`config.mk`:
```
export PLATFORM = sky130hd
export DESIGN_NAME = smf_cell
export DESIGN_NICKNAME = d
export VERILOG_FILES = /design/src/sv/smf_pkg.sv /design/src/sv/smf_cell.sv
export SDC_FILE = /design/constraint.sdc
export NUM_CORES = 1
export LEC_CHECK = 0
export ABC_AREA = 1
export BUFFER_PORTS_ARGS = -buffer_cell sky130_fd_sc_hd__clkbuf_2
export CAP_MARGIN = 20
export CORE_MARGIN = 2
export CORE_UTILIZATION = 43
export CTS_BUF_LIST = sky130_fd_sc_hd__clkbuf_16
export DETAILED_ROUTE_END_ITERATION = 8
export GPL_TIMING_DRIVEN = 0
export PLACE_DENSITY = 0.78
export SLEW_MARGIN = 15
export SYNTH_ARGS = -nofsm -noshare
export SYNTH_HDL_FRONTEND = slang
export SYNTH_SLANG_ARGS = --single-unit
```
`constraint.sdc`:
```
create_clock -name clk -period 2.9 [get_ports clk]
set_clock_uncertainty 0.05 [all_clocks]
set_input_delay 0.29 -clock clk [delete_from_list [all_inputs] [get_ports clk]]
set_output_delay 0.29 -clock clk [all_outputs]
set_load 0.01 [all_outputs]
```
`src/sv/smf_pkg.sv`:
```
// Shared types and constants of the sliding median filter.
// Depends on nothing; every other file imports it.
package smf_pkg;

	localparam int WINDOW_MAX  = 16;
	localparam int SAMPLE_BITS = 16;
	localparam int LEN_BITS    = 5;
	localparam int COUNT_BITS  = $clog2(WINDOW_MAX + 1);
	localparam int AGE_BITS    = (WINDOW_MAX > 1) ? $clog2(WINDOW_MAX) : 1;
	localparam int IDX_BITS    = AGE_BITS;
	localparam int LEN_RESET   = 16;

	typedef logic signed [SAMPLE_BITS-1:0] sample_t;
	typedef logic [COUNT_BITS-1:0]         count_t;
	typedef logic [AGE_BITS-1:0]           age_t;
	typedef logic [IDX_BITS-1:0]           idx_t;
	typedef logic [LEN_BITS-1:0]           len_t;

	// What one cell shows its neighbors in the chain.
	typedef struct packed {
		sample_t value;
		age_t    age;
		logic    lt;      // held value is below the incoming sample
		logic    passed;  // the evicted cell sits at or before this one
	} smf_link_t;

	// Broadcast to every cell.
	typedef struct packed {
		logic    shift;       // a sample transfer happens this cycle
		sample_t x;           // the incoming sample
		logic    full;        // window holds its full length
		age_t    oldest_age;  // age of the sample to evict when full
	} smf_ctl_t;

	localparam smf_link_t LEFT_EDGE  = '{value: '0, age: '0, lt: 1'b1, passed: 1'b0};
	localparam smf_link_t RIGHT_EDGE = '{value: '0, age: '0, lt: 1'b0, passed: 1'b0};

endpackage

```
`src/sv/smf_cell.sv`:
```
// One cell of the sorted window chain: holds a sample and its age.
// Depends on smf_pkg; talks only to its left and right neighbors.
module smf_cell
	import smf_pkg::*;
(
	input  logic      clk,
	input  smf_ctl_t  ctl,
	input  logic      occupied,
	input  smf_link_t left_link,
	input  smf_link_t right_link,
	output smf_link_t link
);

	sample_t value_q;
	age_t    age_q;

	logic    lt;
	logic    evict_here;
	logic    passed;
	sample_t own_value;
	age_t    own_age;
	logic    own_lt;
	sample_t left_value;
	age_t    left_age;
	logic    left_lt;

	assign lt         = occupied && (value_q < ctl.x);
	assign evict_here = occupied && ctl.full && (age_q == ctl.oldest_age);
	assign passed     = evict_here || left_link.passed;

	assign link = '{value: value_q, age: age_q, lt: lt, passed: passed};

	// Close the gap left by the evicted sample, seen from this slot and its left.
	always_comb begin
		own_value  = passed ? right_link.value : value_q;
		own_age    = passed ? right_link.age : age_q;
		own_lt     = passed ? right_link.lt : lt;
		left_value = left_link.passed ? value_q : left_link.value;
		left_age   = left_link.passed ? age_q : left_link.age;
		left_lt    = left_link.passed ? lt : left_link.lt;
	end

	// Keep, take the new sample, or shift up from the left.
	always_ff @(posedge clk) begin
		if (ctl.shift) begin
			if (own_lt) begin
				value_q <= own_value;
				age_q   <= own_age + 1'b1;
			end else if (left_lt) begin
				value_q <= ctl.x;
				age_q   <= '0;
			end else begin
				value_q <= left_value;
				age_q   <= left_age + 1'b1;
			end
		end
	end

endmodule

```
==> key figures <==
Synth
  – Commonest cells in the netlist: nand2_1, nand3_1, inv_1
  – Most area-consuming cells after synthesis: edfxtp_1, nand3_1, nand2_1, ha_1, inv_1
  – Total nets after synthesis: around 360
  – Fraction of synthesized cell area taken by the top area cell type: a little under a third
  – Synth warn: 0
  – Average footprint of a synthesized cell: 7.07 sq um
  – Post-synth cell types: 26
  – Syn Std Cell Area: a little under 2000 sq um
  – Share of the yosys chip area belonging to registers: a little under a third
  – Top FF cell, synth: edfxtp_1
  – Number of enable flip-flop cells after synthesis: 20
  – Number of flip-flops and latches in the synthesized netlist: 20
  – Yosys top cell by area: edfxtp_1
  – Post-synthesis cell count: about 270
  – Most used standard cell by instance count after synthesis: nand2_1
  – Async set-reset flop share out of synthesis: 0%

Final layout
  – Area Growth Syn to Fin: 31.0%
  – Final design area excluding fillers: about 2500 sq um
  – Number of antenna repair diodes: 0
  – Sequential cell area: between 600 and 700 sq um
  – Fraction of layout cells with a size suffix above 1: 31.2%
  – Non-filler cells, final: about 420
  – Area taken by multi-input logic gates: ~1100 sq um
  – Fill cell instance count of the final layout: around 420
  – Net count, final: between 400 and 500

Run status
  – Status: completed

Power
  – Pleak: about 1.5 nW
  – Switching Fraction: 34.7%
  – Pint: between 0.0007 and 0.0008 W
  – Peak supply drop: 0.226 mV
  – Part of the power in the clock network: between 20% and 30%
  – Total net switching power: slightly below 0.0004 W
  – Sequential Power Share: between 30% and 40%
  – Cell Pwr Density: 448 nW/um^2
  – Fraction of power consumed by combinational cells: between 30% and 40%

Placement
  – Placer congestion estimate: ~0.84
  – Cell total after placement: between 400 and 500
  – Dpl hpwl: 4060 um
  – Quantity of I/O buffers inserted on ports: 87
  – Area after detailed placement: approximately 2400 sq um

Critical path
  – CP startpoint kind: register
  – Arrival time of data at the critical path endpoint: ~2.5 ns
  – Crit path capture type: register
  – Crit Path Class: reg -> reg
  – Req. time, crit path: around 2.8 ns
  – Peak fanout along the critical path: 12

STA
  – Worst slew pin tran: 0.503 ns
  – Tmin final: about 2.6 ns
  – Max-Slew Margin vs Limit: roughly two thirds
  – Post-route fraction of the period consumed by the critical path: between 90% and 100%
  – Slew Viols, Final: 0
  – Setup-failing EPs final: 0
  – Final count of hold timing violations: 0
  – Fmax achieved: 0.382 GHz
  – Unrepaired setup endpoints after global routing: no

Die
  – Cell row count: 24
  – Standard cell core area: between 4000 and 5000 sq um
  – Y dimension of the die: between 70 and 80 um
  – Top-level I/O count: 90
  – Area of the die: roughly 5000 sq um
  – Die boundary width: between 70 and 80 um
  – Effective utilization at floorplan: roughly 44%

Detailed routing
  – Post-route DRC: 0
  – Post-detailed-route via-to-cell ratio: between 5 and 6
  – Total detailed-routing wirelength: 5190 um
  – Post-detailed-route count of antenna-violating nets: 0
  – Average detailed-routed wire length per instance: ~12 um
  – Initial DRC count: 78
  – Iteration count of the initial detailed-routing pass: 4
  – Number of vias after detailed routing: 2088

GRT
  – Maximum number of pins on one net before global-route repair: 13
  – Remaining Overflow, GRT: 0
  – Combined global-route utilization of all metal layers: 22.4%
  – Number of global-route vias before repair: between 2000 and 2500
  – Wire length of the first global-routing pass: between 9000 and 10000 um
  – Initial antenna violation count: 0

Clocking
  – Clock slew at the register clock pins of the worst setup and hold paths: around 0.060 ns
  – Maximum clock path buffer count: 2
  – Buffer type at the clock tree root: clkbuf_16
  – TritonCTS clock tree: built
  – Clock sinks: 20
  – Skew-Pair Late Insertion Delay: 0.25 ns
  – H-tree depth: 1
  – Number of post-CTS setup repair buffers: 0
  – Number of CTS-inserted buffers: 3
  – CTS resizes: 0
  – Hold Buf Count CTS: 0

Run
  – Max-capacitance violation count: 0

Hold path
  – Worst Hold Class: in -> reg
-- sequential cells by signal, summed over array words and instances (netlist names) --
signal	count
age_q	4
value_q	16
-- critical path: stages (launching register included) --
cell      delay (ns)
edfxtp_1        0.41
ha_1            0.36
a21oi_1         0.17
o21ai_1         0.08
nor2_1          0.18
nand2_1         0.09
nand2_2         0.11
nand3_2         0.10
nand2_4         0.13
o21ai_0         0.11
a21oi_2         0.31
buf_8           0.21
-- placed cells by master, fill, tap and decap left out, types with 2 or more instances in the layout --
cell type and n:
clkbuf_2 87, nand2_1 74, nand3_1 58, inv_1 48, edfxtp_1 20, ha_1 17, nor2_1 7, o21ai_0 6
a21oi_1 6, xor2_1 4, buf_2 4, nand3_2 3, o21ai_1 3, nand4_1 3, buf_6 3, clkbuf_16 3
clkinv_1 2, a21oi_2 2, nand2_4 2, clkbuf_1 2, inv_2 2, buf_4 2
-- power groups by stage --
| stage | Sequential, W | Combinational (W) | Clock, W |
|---|---|---|---|
| after global placement | 0.000404 | 0.000420 | 0 |
| final | 0.000400 | 0.000437 | 0.000297 |
| after CTS | 0.000400 | 0.000440 | 0.000299 |
| after floorplan | 0.000418 | 0.000267 | 0 |
| after global routing | 0.000405 | 0.000504 | 0.000306 |
| after detailed placement | 0.000406 | 0.000436 | 0 |
-- through the flow --
| step | total power (W) | setup slack, ns | util, % | TNS (ns) | hold slack (ns) |
|---|---|---|---|---|---|
| after floorplan | 0.000684 | 0.0356 | - | 0 | 0.352 |
| after global placement | 0.000824 | -0.530 | 55.8 | -8.46 | 0.514 |
| after detailed placement | 0.000841 | 0.263 | 56.3 | 0 | 0.519 |
| after CTS | 0.00114 | 0.267 | 58.1 | 0 | 0.258 |
| after global routing | 0.00121 | 0.0501 | 58.1 | 0 | 0.274 |
| final | 0.00113 | 0.284 | 58.1 | 0 | 0.257 |
-- cells by family after synthesis --
logic type	share of synthesized area [%]
XOR/XNOR	1.81
adder cells (fa/ha/maj)	11.0
flip-flops	31.1
AND/OR/NAND/NOR	36.7
buffers and inverters	14.1
AO/OA/AOI/OAI	5.25
-- final timing paths --
check / start / endpoint / slack [ns] / cells past startpoint
min: right_link[19] / value_q[13] / 0.26 / 3
max: value_q[15] / value_q[4] / 0.28 / 11
min reg2reg: age_q[3] / age_q[3] / 0.87 / 6
max reg2reg: value_q[15] / value_q[4] / 0.28 / 11
-- layer usage --
| metal | track usage [%] | wire length, um | up-vias |
|---|---|---|---|
| met3 | 4.56 | 451 | 7 |
| met5 | 0 | 0 | - |
| met4 | 5.66 | 37 | 0 |
| li1 | - | - | 1070 |
| met2 | 40.0 | 2490 | 96 |
| met1 | 27.5 | 2200 | 915 |
-- final cells by class --
| cell class | instances | share of cell area (%) |
|---|---|---|
| tap | 52 | 2.57 |
| buffer | 12 | 3.17 |
| clock inverter | 1 | 0.148 |
| inverter | 51 | 7.57 |
| multi-input combinational | 190 | 42.0 |
| sequential | 20 | 23.8 |
| clock buffer | 3 | 2.97 |
| timing repair buffer | 88 | 17.8 |
(Power assumes the default switching activity.)
